<file path="src/rtl/ddp_pkg.sv">
// Shared types and constants for the DDP pixel packet deframer.
// No dependencies; imported by every module of the block.
package ddp_pkg;

  // Result kinds.
  localparam logic [1:0] KIND_PIXEL = 2'd0;
  localparam logic [1:0] KIND_PUSH  = 2'd1;
  localparam logic [1:0] KIND_QUERY = 2'd2;

  // Header byte positions.
  localparam logic [10:0] POS_FLAGS    = 11'd0;
  localparam logic [10:0] POS_TYPE     = 11'd2;
  localparam logic [10:0] POS_OFS_HI   = 11'd4;
  localparam logic [10:0] POS_OFS_LO   = 11'd7;
  localparam logic [10:0] POS_DLEN_HI  = 11'd8;
  localparam logic [10:0] POS_DLEN_LO  = 11'd9;
  localparam logic [10:0] HDR_LEN      = 11'd10;
  localparam logic [10:0] HDR_TC_LEN   = 11'd14;
  localparam logic [10:0] POS_MAX      = 11'd2047;
  localparam logic [10:0] MIN_PACKET   = 11'd5;
  localparam logic [4:0]  TIMECODE_LEN = 5'd4;

  // Header flag bits and masks.
  localparam logic [7:0] VER_MASK  = 8'hc0;
  localparam logic [7:0] VER_ONE   = 8'h40;
  localparam int         FLAG_QUERY = 1;
  localparam int         FLAG_TC    = 4;
  localparam int         FLAG_PUSH  = 0;

  // Data type codes that mean four bytes per LED.
  localparam logic [7:0] TYPE_MASK   = 8'h38;
  localparam logic [7:0] TYPE_RGBW_A = 8'h18;
  localparam logic [7:0] TYPE_RGBW_B = 8'h03;

  // Reciprocal of three for ten-bit digits: q = (v * 683) >> 11.
  localparam logic [9:0] RECIP3 = 10'd683;

  // Results caused by one input byte: an optional pixel then an optional trailer.
  typedef struct packed {
    logic        pix_v;
    logic        trl_v;
    logic [1:0]  trl_kind;
    logic [11:0] led_index;
    logic [7:0]  red;
    logic [7:0]  green;
    logic [7:0]  blue;
    logic [7:0]  white;
    logic        has_white;
  } bundle_t;

endpackage

</file>
<file path="src/rtl/ddp_parse.sv">
// Per-byte header capture, packet checks and pixel assembly.
// Depends on ddp_pkg; flags a bundle_t with bundle_valid for each accepted byte that yields a result.
module ddp_parse import ddp_pkg::*; #(
  parameter int MAX_PACKET = 1500,
  parameter int MAX_LEDS   = 4096
) (
  input  logic        clk,
  input  logic        rst,
  input  logic        take,
  input  logic [7:0]  data_byte,
  input  logic [10:0] packet_length,
  input  logic        last_byte,
  input  logic [12:0] led_count,
  output logic        bundle_valid,
  output bundle_t     bundle
);

  localparam logic [10:0] MaxPacket = 11'(MAX_PACKET);
  localparam logic [16:0] MaxLeds   = 17'(MAX_LEDS);

  logic [10:0] pos, pos_next;
  logic [7:0]  flags, flags_next;
  logic [7:0]  dtype, dtype_next;
  logic [31:0] offset, offset_next;
  logic [31:0] q3, q3_next;
  logic [1:0]  rem3, rem3_next;
  logic [15:0] dlen, dlen_next;
  logic [7:0]  pb0, pb1, pb2;
  logic [7:0]  pb0_next, pb1_next, pb2_next;
  logic [1:0]  bip, bip_next;
  logic [12:0] led_pos, led_pos_next;
  logic        dropped, dropped_next;

  logic        bpl4;
  logic [16:0] count;
  logic [9:0]  digit;
  logic [19:0] digit_prod;
  logic [7:0]  qd;
  logic [9:0]  qd_x3;
  logic [31:0] quot;
  logic [16:0] expected;
  logic [10:0] start;
  logic        drop_len;
  logic        emit_pix;
  bundle_t     b_next;

  assign bpl4  = ((dtype & TYPE_MASK) == TYPE_RGBW_A) || (dtype == TYPE_RGBW_B);
  assign count = ({4'd0, led_count} < MaxLeds) ? {4'd0, led_count} : MaxLeds;

  // Long division of the channel offset by three, one byte per step.
  assign digit      = {rem3, data_byte};
  assign digit_prod = digit * RECIP3;
  assign qd         = digit_prod[18:11];
  assign qd_x3      = {2'd0, qd} + {1'b0, qd, 1'b0};

  assign start    = flags[FLAG_TC] ? HDR_TC_LEN : HDR_LEN;
  assign drop_len = (packet_length < MIN_PACKET) || (packet_length > MaxPacket);

  always_comb begin
    pos_next     = pos;
    flags_next   = flags;
    dtype_next   = dtype;
    offset_next  = offset;
    q3_next      = q3;
    rem3_next    = rem3;
    dlen_next    = dlen;
    pb0_next     = pb0;
    pb1_next     = pb1;
    pb2_next     = pb2;
    bip_next     = bip;
    led_pos_next = led_pos;
    dropped_next = dropped | drop_len;
    emit_pix     = 1'b0;
    expected     = '0;
    quot         = bpl4 ? {2'd0, offset[31:2]} : q3;
    b_next       = '0;

    if (pos < HDR_LEN) begin
      case (pos) inside
        POS_FLAGS: begin
          flags_next = data_byte;
          if ((data_byte & VER_MASK) != VER_ONE) begin
            dropped_next = 1'b1;
          end
        end
        POS_TYPE: begin
          dtype_next = data_byte;
        end
        [POS_OFS_HI:POS_OFS_LO]: begin
          offset_next = {offset[23:0], data_byte};
          q3_next     = {q3[23:0], qd};
          rem3_next   = 2'(digit - qd_x3);
        end
        POS_DLEN_HI: begin
          dlen_next = {8'd0, data_byte};
        end
        POS_DLEN_LO: begin
          dlen_next = {dlen[7:0], data_byte};
          if (!flags[FLAG_QUERY]) begin
            expected = 17'(HDR_LEN) + {1'b0, dlen_next}
                     + (flags[FLAG_TC] ? 17'(TIMECODE_LEN) : 17'd0);
            if ({6'd0, packet_length} < expected) begin
              dropped_next = 1'b1;
            end
            // Saturate: anything at or past the top of the 13-bit range never writes.
            led_pos_next = (quot[31:13] != '0) ? '1 : quot[12:0];
            bip_next     = '0;
          end
        end
        default: begin
        end
      endcase
    end else if (!dropped_next && !flags[FLAG_QUERY] && (pos < packet_length)
                 && (pos >= start)) begin
      if ((bpl4 && bip == 2'd3) || (!bpl4 && bip == 2'd2)) begin
        bip_next = '0;
        if ({4'd0, led_pos} < count) begin
          emit_pix       = 1'b1;
          led_pos_next   = led_pos + 13'd1;
          b_next.pix_v   = 1'b1;
          b_next.led_index = led_pos[11:0];
          b_next.red     = pb0;
          if (bpl4) begin
            b_next.green     = pb1;
            b_next.blue      = pb2;
            b_next.white     = data_byte;
            b_next.has_white = 1'b1;
          end else begin
            b_next.green = pb1;
            b_next.blue  = data_byte;
          end
        end
      end else begin
        case (bip)
          2'd0:    pb0_next = data_byte;
          2'd1:    pb1_next = data_byte;
          default: pb2_next = data_byte;
        endcase
        bip_next = bip + 2'd1;
      end
    end

    if (last_byte) begin
      if (!dropped_next) begin
        if (flags_next[FLAG_QUERY]) begin
          b_next.trl_v    = 1'b1;
          b_next.trl_kind = KIND_QUERY;
        end else if ((pos >= POS_DLEN_LO) && flags_next[FLAG_PUSH]) begin
          b_next.trl_v    = 1'b1;
          b_next.trl_kind = KIND_PUSH;
        end
      end
      pos_next     = '0;
      flags_next   = '0;
      dtype_next   = '0;
      offset_next  = '0;
      q3_next      = '0;
      rem3_next    = '0;
      dlen_next    = '0;
      bip_next     = '0;
      led_pos_next = '0;
      dropped_next = 1'b0;
    end else if (pos != POS_MAX) begin
      pos_next = pos + 11'd1;
    end
  end

  assign bundle_valid = take && (emit_pix || b_next.trl_v);
  assign bundle       = b_next;

  always_ff @(posedge clk) begin
    if (rst) begin
      pos     <= '0;
      flags   <= '0;
      dtype   <= '0;
      offset  <= '0;
      q3      <= '0;
      rem3    <= '0;
      dlen    <= '0;
      bip     <= '0;
      led_pos <= '0;
      dropped <= 1'b0;
    end else if (take) begin
      pos     <= pos_next;
      flags   <= flags_next;
      dtype   <= dtype_next;
      offset  <= offset_next;
      q3      <= q3_next;
      rem3    <= rem3_next;
      dlen    <= dlen_next;
      bip     <= bip_next;
      led_pos <= led_pos_next;
      dropped <= dropped_next;
    end
  end

  // Pixel byte holding registers are always written before use in a packet.
  always_ff @(posedge clk) begin
    if (take) begin
      pb0 <= pb0_next;
      pb1 <= pb1_next;
      pb2 <= pb2_next;
    end
  end

endmodule

</file>
<file path="src/rtl/ddp_outq.sv">
// Two-entry result queue and serializer onto the master stream.
// Depends on ddp_pkg; each entry holds the results of one input byte.
module ddp_outq import ddp_pkg::*; (
  input  logic        clk,
  input  logic        rst,
  input  logic        push,
  input  bundle_t     push_data,
  output logic        space,
  output logic        m_tvalid,
  input  logic        m_tready,
  output logic [47:0] m_tdata,
  output logic [2:0]  m_tuser,
  output logic        m_tlast
);

  bundle_t    entry [2];
  logic       wr_ptr, rd_ptr;
  logic [1:0] fill;
  logic       pix_sent;
  bundle_t    head;
  logic       show_pix;
  logic       xfer;
  logic       pop;

  assign head     = entry[rd_ptr];
  assign show_pix = head.pix_v && !pix_sent;
  assign space    = (fill != 2'd2);
  assign m_tvalid = (fill != 2'd0);
  assign m_tlast  = !show_pix || !head.trl_v;
  assign xfer     = m_tvalid && m_tready;
  assign pop      = xfer && m_tlast;

  always_comb begin
    if (show_pix) begin
      m_tdata = {4'd0, head.white, head.blue, head.green, head.red, head.led_index};
      m_tuser = {head.has_white, KIND_PIXEL};
    end else begin
      m_tdata = '0;
      m_tuser = {1'b0, head.trl_kind};
    end
  end

  always_ff @(posedge clk) begin
    if (rst) begin
      wr_ptr   <= 1'b0;
      rd_ptr   <= 1'b0;
      fill     <= '0;
      pix_sent <= 1'b0;
    end else begin
      if (push) begin
        wr_ptr <= !wr_ptr;
      end
      if (pop) begin
        rd_ptr   <= !rd_ptr;
        pix_sent <= 1'b0;
      end else if (xfer) begin
        pix_sent <= 1'b1;
      end
      fill <= fill + {1'b0, push} - {1'b0, pop};
    end
  end

  always_ff @(posedge clk) begin
    if (push) begin
      entry[wr_ptr] <= push_data;
    end
  end

endmodule

</file>
<file path="src/rtl/ddp_pixel_packet_deframer.sv">
// Top level of the DDP pixel packet deframer.
// Depends on ddp_pkg, ddp_parse and ddp_outq.
//
// Usage:
//   Slave stream: one datagram payload byte per transaction, with the
//   datagram's total length beside it and tlast on its final byte.
//   Master stream: pixel writes (kind 0), render pushes (kind 1) and query
//   notices (kind 2); tlast marks the final result caused by one input byte.
//   cfg_wr_en/cfg_wr_data set the attached LED count; write it while idle.
// Output: each result is registered in the result queue before it appears
//   on the master side.
// Throughput: one input byte per cycle while s_tready is high. A byte that
//   finishes a pixel and also carries a render push yields two results,
//   which the master side sends as two transfers, pixel first.
// Stall: a two-entry result queue sits between the parser and the master
//   side, so the parser keeps taking bytes while a result waits; s_tready
//   drops only when both entries are full.
// Reset: rst clears the parser state, the queue and the LED count (zero, so
//   no pixel is written until the count is set).
module ddp_pixel_packet_deframer import ddp_pkg::*; #(
  parameter int MAX_PACKET = 1500,
  parameter int MAX_LEDS   = 4096
) (
  input  logic        clk,
  input  logic        rst,
  input  logic        s_tvalid,
  output logic        s_tready,
  input  logic [23:0] s_tdata,     // [7:0] data_byte, [18:8] packet_length, rest zero
  input  logic        s_tlast,     // last_byte
  output logic        m_tvalid,
  input  logic        m_tready,
  output logic [47:0] m_tdata,     // led_index[11:0], red, green, blue, white, zero pad
  output logic [2:0]  m_tuser,     // kind[1:0], has_white
  output logic        m_tlast,     // last_of_item
  input  logic        cfg_wr_en,
  input  logic [12:0] cfg_wr_data  // led_count
);

  logic [12:0] led_count;
  logic        take;
  logic        bundle_valid;
  bundle_t     bundle;

  // Hold the LED count; the user must write it only while the block is idle, which the block itself does not enforce.
  always_ff @(posedge clk) begin
    if (rst) begin
      led_count <= '0;
    end else if (cfg_wr_en) begin
      led_count <= cfg_wr_data;
    end
  end

  assign take = s_tvalid && s_tready;

  ddp_parse #(
    .MAX_PACKET(MAX_PACKET),
    .MAX_LEDS  (MAX_LEDS)
  ) u_parse (
    .clk          (clk),
    .rst          (rst),
    .take         (take),
    .data_byte    (s_tdata[7:0]),
    .packet_length(s_tdata[18:8]),
    .last_byte    (s_tlast),
    .led_count    (led_count),
    .bundle_valid (bundle_valid),
    .bundle       (bundle)
  );

  // Queue the results of each byte; advance the input whenever a slot is free.
  ddp_outq u_outq (
    .clk      (clk),
    .rst      (rst),
    .push     (bundle_valid),
    .push_data(bundle),
    .space    (s_tready),
    .m_tvalid (m_tvalid),
    .m_tready (m_tready),
    .m_tdata  (m_tdata),
    .m_tuser  (m_tuser),
    .m_tlast  (m_tlast)
  );

endmodule
</file>
<file path="config.mk">
export PLATFORM = sky130hd
export DESIGN_NAME = ddp_pixel_packet_deframer
export DESIGN_NICKNAME = d
export VERILOG_FILES = /design/src/rtl/ddp_pkg.sv /design/src/rtl/ddp_parse.sv /design/src/rtl/ddp_outq.sv /design/src/rtl/ddp_pixel_packet_deframer.sv
export SDC_FILE = /design/constraint.sdc
export NUM_CORES = 1
export LEC_CHECK = 0
export ABC_CLOCK_PERIOD_IN_PS = 7100
export BUFFER_PORTS_ARGS = -buffer_cell sky130_fd_sc_hd__buf_2
export CELL_PAD_IN_SITES_DETAIL_PLACEMENT = 0
export CELL_PAD_IN_SITES_GLOBAL_PLACEMENT = 1
export CORE_MARGIN = 2
export CORE_UTILIZATION = 40
export CTS_CLUSTER_DIAMETER = 150
export DETAILED_ROUTE_END_ITERATION = 12
export GPL_TIMING_DRIVEN = 0
export HOLD_SLACK_MARGIN = 0.1
export PLACE_DENSITY_LB_ADDON = 0.1
export RECOVER_POWER = 50
export SLEW_MARGIN = 0
export SYNTH_ARGS = -nofsm -noshare
export SYNTH_HDL_FRONTEND = slang
export SYNTH_SLANG_ARGS = --single-unit
</file>
<file path="constraint.sdc">
create_clock -name clk -period 7.1 [get_ports clk]
set_input_delay 0.355 -clock clk [delete_from_list [all_inputs] [get_ports clk]]
set_output_delay 0.355 -clock clk [all_outputs]
set_load 0.05 [all_outputs]
</file>
==> impl_results.md <==
- Avg Inst Size Synth: around 10 µm²
- Final setup fails: 0
- Outcome: complete, no violations
- RSZ-0062 raised after global routing: no
- Chip Width: 188.2 µm
- Area Growth Syn to Fin: 14.92%
- Antenna violations before repair: 1
- Initial core utilization: ~41%
- Setup Slack @ Placement: ~1.4 ns
- Cell variety after synth: slightly above 70
- Overflow after GRT: 0
- Overall die height: between 150 and 200 µm
- Slowest stage delay, CP: 0.91 ns
- Post-route worst setup slack: approximately 1.5 ns
- Post-synth top area cell: edfxtp_1
- Cell count after synthesis: between 1k and 1.5k
- Skew final: roughly 0.013 ns
- Max-slew violation count: 0
- # Max-Cap Violations: 0
- Period minus WS final: 5.602 ns
- Vias in the first global route: between 10k and 15k
- Max-slew headroom: about 15%
- Share of cells above drive strength 1: under 10%
- IO Count: between 90 and 100
- Synth top area cells: edfxtp_1, dfxtp_1, ha_1
- Worst Hold End: led_count[5]$_SDFFE_PP0P_
- Core area: approximately 33,000 µm²
- Final #Nets: 1,660
- Final weighted congestion in routability-driven placement: about 0.82
- Reg-to-reg startpoint: u_parse.rem3[0]$_SDFFE_PP0P_
- # rows: 67
- CTS sink count: approximately 250
- Setup slack, reg-to-reg: 1.76 ns
- TNS Setup: 0 ns
- Tightest Pin Transition: 1.279 ns
- Critical Path Start Type: input pin
- CTS tree: built
- CP required: 7.53 ns
- Post-CTS setup buffers: 0
- Post-Route WL: around 35,000 µm
- Total power: 4.167 mW
- Sequential area share after synthesis: between 40% and 50%
- R2R depth: 19
- PortBufs: 85
- Worst hold path class: input pin to flip-flop
- Mapped cell area: between 10,000 and 15,000 µm²
- Max H-tree Level: 1
- Reg clk slew, reported paths: around 0.060 ns
- Global-route wire length before repair: approximately 56,000 µm
- Crit path cell chain: clkbuf_1 -> ha_1 -> inv_1 -> fa_1 -> fa_1 -> inv_1 -> fa_1 -> ha_1 -> ha_1 -> or2_2 -> o221ai_1 -> xnor2_1 -> ha_1 -> ha_1 -> nor2_1 -> xnor2_1 -> xnor2_1 -> xnor2_1 -> a22o_1
- Total number of vias: 10.02k
- CP delay by family, top: adder cells
- Most Frequent Cell on Critical Path: ha_1
- Die ar.: about 35,000 µm²
- Critical path's slowest cell: clkbuf_1
- Worst reg2reg path endpoint: u_parse.rem3[1]$_SDFFE_PP0P_
- Fraction of registers with async set/reset: 0%
- CP Data Arrival Time: 6.04 ns
- Largest net degree at the start of global routing: 27
- Dpl hpwl: 25,940 µm
- Peak VDD IR: between 0.3 and 0.4 mV
- Number of synthesized flops with an enable pin: between 100 and 150
- PwrDens: approximately 270 nW/µm²
- Root Driver: clkbuf_16
- Clock latency on the worst-skew pair: about 0.54 ns
- Antenna Cells: 0
- Max Freq: approximately 180 MHz
- Number of CTS-inserted buffers: 27
- Synth warn: 0
- Leakage: roughly 6.3 nW
- Worst hold start: cfg_wr_en
- Max Root-Sink Buffers: 3
- Final period util: approximately 80%
- Area post-placement: roughly 15,000 µm²
- Hold depth: 3
- Initial DRC count: roughly 540
- Pre-antenna DRT Iters: 5
- Seq cells post-synth: 253
- Ys flop type: dfxtp_1
- Gr usage total: 20.11%
- Antenna Nets Post-Route: 0
- Drt drc: 0
- Critical path endpoint category: flip-flop
- Wire length per cell: between 15 and 20 µm
- Worst-path maximum fanout: 17
- Yosys top cell area share: 27.00%
- Design area: between 15,000 and 20,000 µm²
- Via density per instance: roughly 5
- Setup Crit Path Kind: input pin to flip-flop
- Fin. Hold Viols: 0
- Worst path bufs/invs: 3
## tightest hold or removal path: stages
cell and delay, ns:
clkbuf_1 0.14, mux2i_1 0.14, nor2_1 0.07
## synthesized netlist by cell type, drive strengths merged, types with 15 or more instances
library cell / n
buf: 21
fa: 22
xnor2: 26
edfxtp: 122
xor2: 16
inv: 86
o21ai: 39
nor4: 15
nor3: 21
nand4: 19
nor2: 172
a21oi: 93
clkbuf: 45
nand3: 43
and3: 32
mux2i: 89
dfxtp: 131
nand2: 106
ha: 106
and2: 35
## layout make-up
cell class	instances	area, µm²
Buffer	66	277.8
Clock inverter	21	227.7
Multi-Input combinational cell	955	6675
Fill cell	3231	17860
Tap cell	448	560.5
Clock buffer	29	693.2
Timing Repair Buffer	100	549.3
Sequential cell	253	6286
Inverter	86	322.8
## routing by layer
| layer | global-route usage [%] | vias up | share of wire [%] | wire length (µm) |
|---|---|---|---|---|
| met5 | 0 | - | 0.037 | 13 |
| met4 | 3.816 | 2 | 1.4 | 487 |
| met3 | 2.906 | 38 | 4.5 | 1593 |
| met2 | 34.15 | 169 | 47 | 16610 |
| met1 | 27.49 | 4745 | 47 | 16430 |
| li1 | - | 5061 | - | - |
## per-stage QoR
stage | cells | hold slack [ns] | util (%)
floorplan | 1360 | 0.4265 | -
global placement | 1893 | 0.4354 | 43.55
detailed placement | 1895 | 0.4458 | 43.71
CTS | 1958 | 0.1839 | 46.85
global route | 1958 | 0.2189 | 46.62
finish | 1958 | 0.2087 | 46.62
## layout by cell type (no fill, tap or decap), types with 5 or more instances in the layout
master         instances
a211oi_1               9
a21o_1                 5
a21oi_1               92
a221o_1                5
a22oi_1                7
a31oi_1                5
and2_0                 9
and2_1                25
and3_1                31
buf_2                 51
buf_4                  7
clkbuf_1              90
clkbuf_16             27
clkinv_2               6
dfxtp_1              131
dlygate4sd3_1         13
edfxtp_1             122
fa_1                  22
ha_1                 106
inv_1                 85
mux2i_1               89
nand2_1              106
nand2b_1               6
nand3_1               43
nand4_1               19
nor2_1               169
nor2b_1                6
nor3_1                21
nor4_1                13
o211ai_1              11
o21a_1                 8
o21ai_0               39
xnor2_1               26
xor2_1                16
## cells by family (layout without fill, tap and decap cells)
logic type | after synthesis | after routing | share of synthesized area [%]
and+or+nand+nor | 474 | 474 | 16.59
DFF | 253 | 253 | 46.33
adders and majority gates | 128 | 128 | 13.02
muxes | 90 | 90 | 6.676
AOI/OAI and AO/OA | 217 | 217 | 10.14
xor gates and xnor gates | 42 | 42 | 2.711
buffers and inverters | 152 | 302 | 4.500
other | 1 | 4 | 0.02764
## repair_timing
action,4_1_cts,5_1_grt
hold buffers,13,0
hold endpoints to repair,13,0
gates resized for setup,0,0
## sequential cells by signal, indices dropped and copies added, names as in the netlist, 2 cells and up, named ones only
name / cells
u_outq.entry: 98
u_parse.offset: 32
u_parse.q3: 32
led_count: 13
u_parse.led_pos: 13
u_parse.pos: 11
u_parse.dlen: 8
u_parse.dtype: 8
u_parse.pb0: 8
u_parse.pb1: 8
u_parse.pb2: 8
u_parse.flags: 3
u_outq.fill: 2
u_parse.bip: 2
u_parse.rem3: 2
## worst max path at each step
stage / end / startpoint / depth (start not counted)
finish: u_parse.rem3[1]$_SDFFE_PP0P_ / s_tdata[1] / 19
global route: u_parse.rem3[1]$_SDFFE_PP0P_ / s_tdata[1] / 19
CTS: u_parse.rem3[1]$_SDFFE_PP0P_ / u_parse.rem3[0]$_SDFFE_PP0P_ / 19
detailed placement: u_parse.rem3[1]$_SDFFE_PP0P_ / s_tdata[2] / 20
global placement: u_outq.entry[1][23]$_DFFE_PP_ / s_tdata[2] / 13
floorplan: u_outq.entry[0][0]$_DFFE_PP_ / s_tdata[2] / 12
## where the power goes
part,total [mW],leakage [nW],internal [mW],switching (mW)
logic,1.12,3.55,0.448,0.673
registers,1.59,2.33,1.55,0.0365
clock network,1.46,0.448,0.856,0.600
total,4.17,6.33,2.86,1.31
Power figures use the tool's default switching activity.
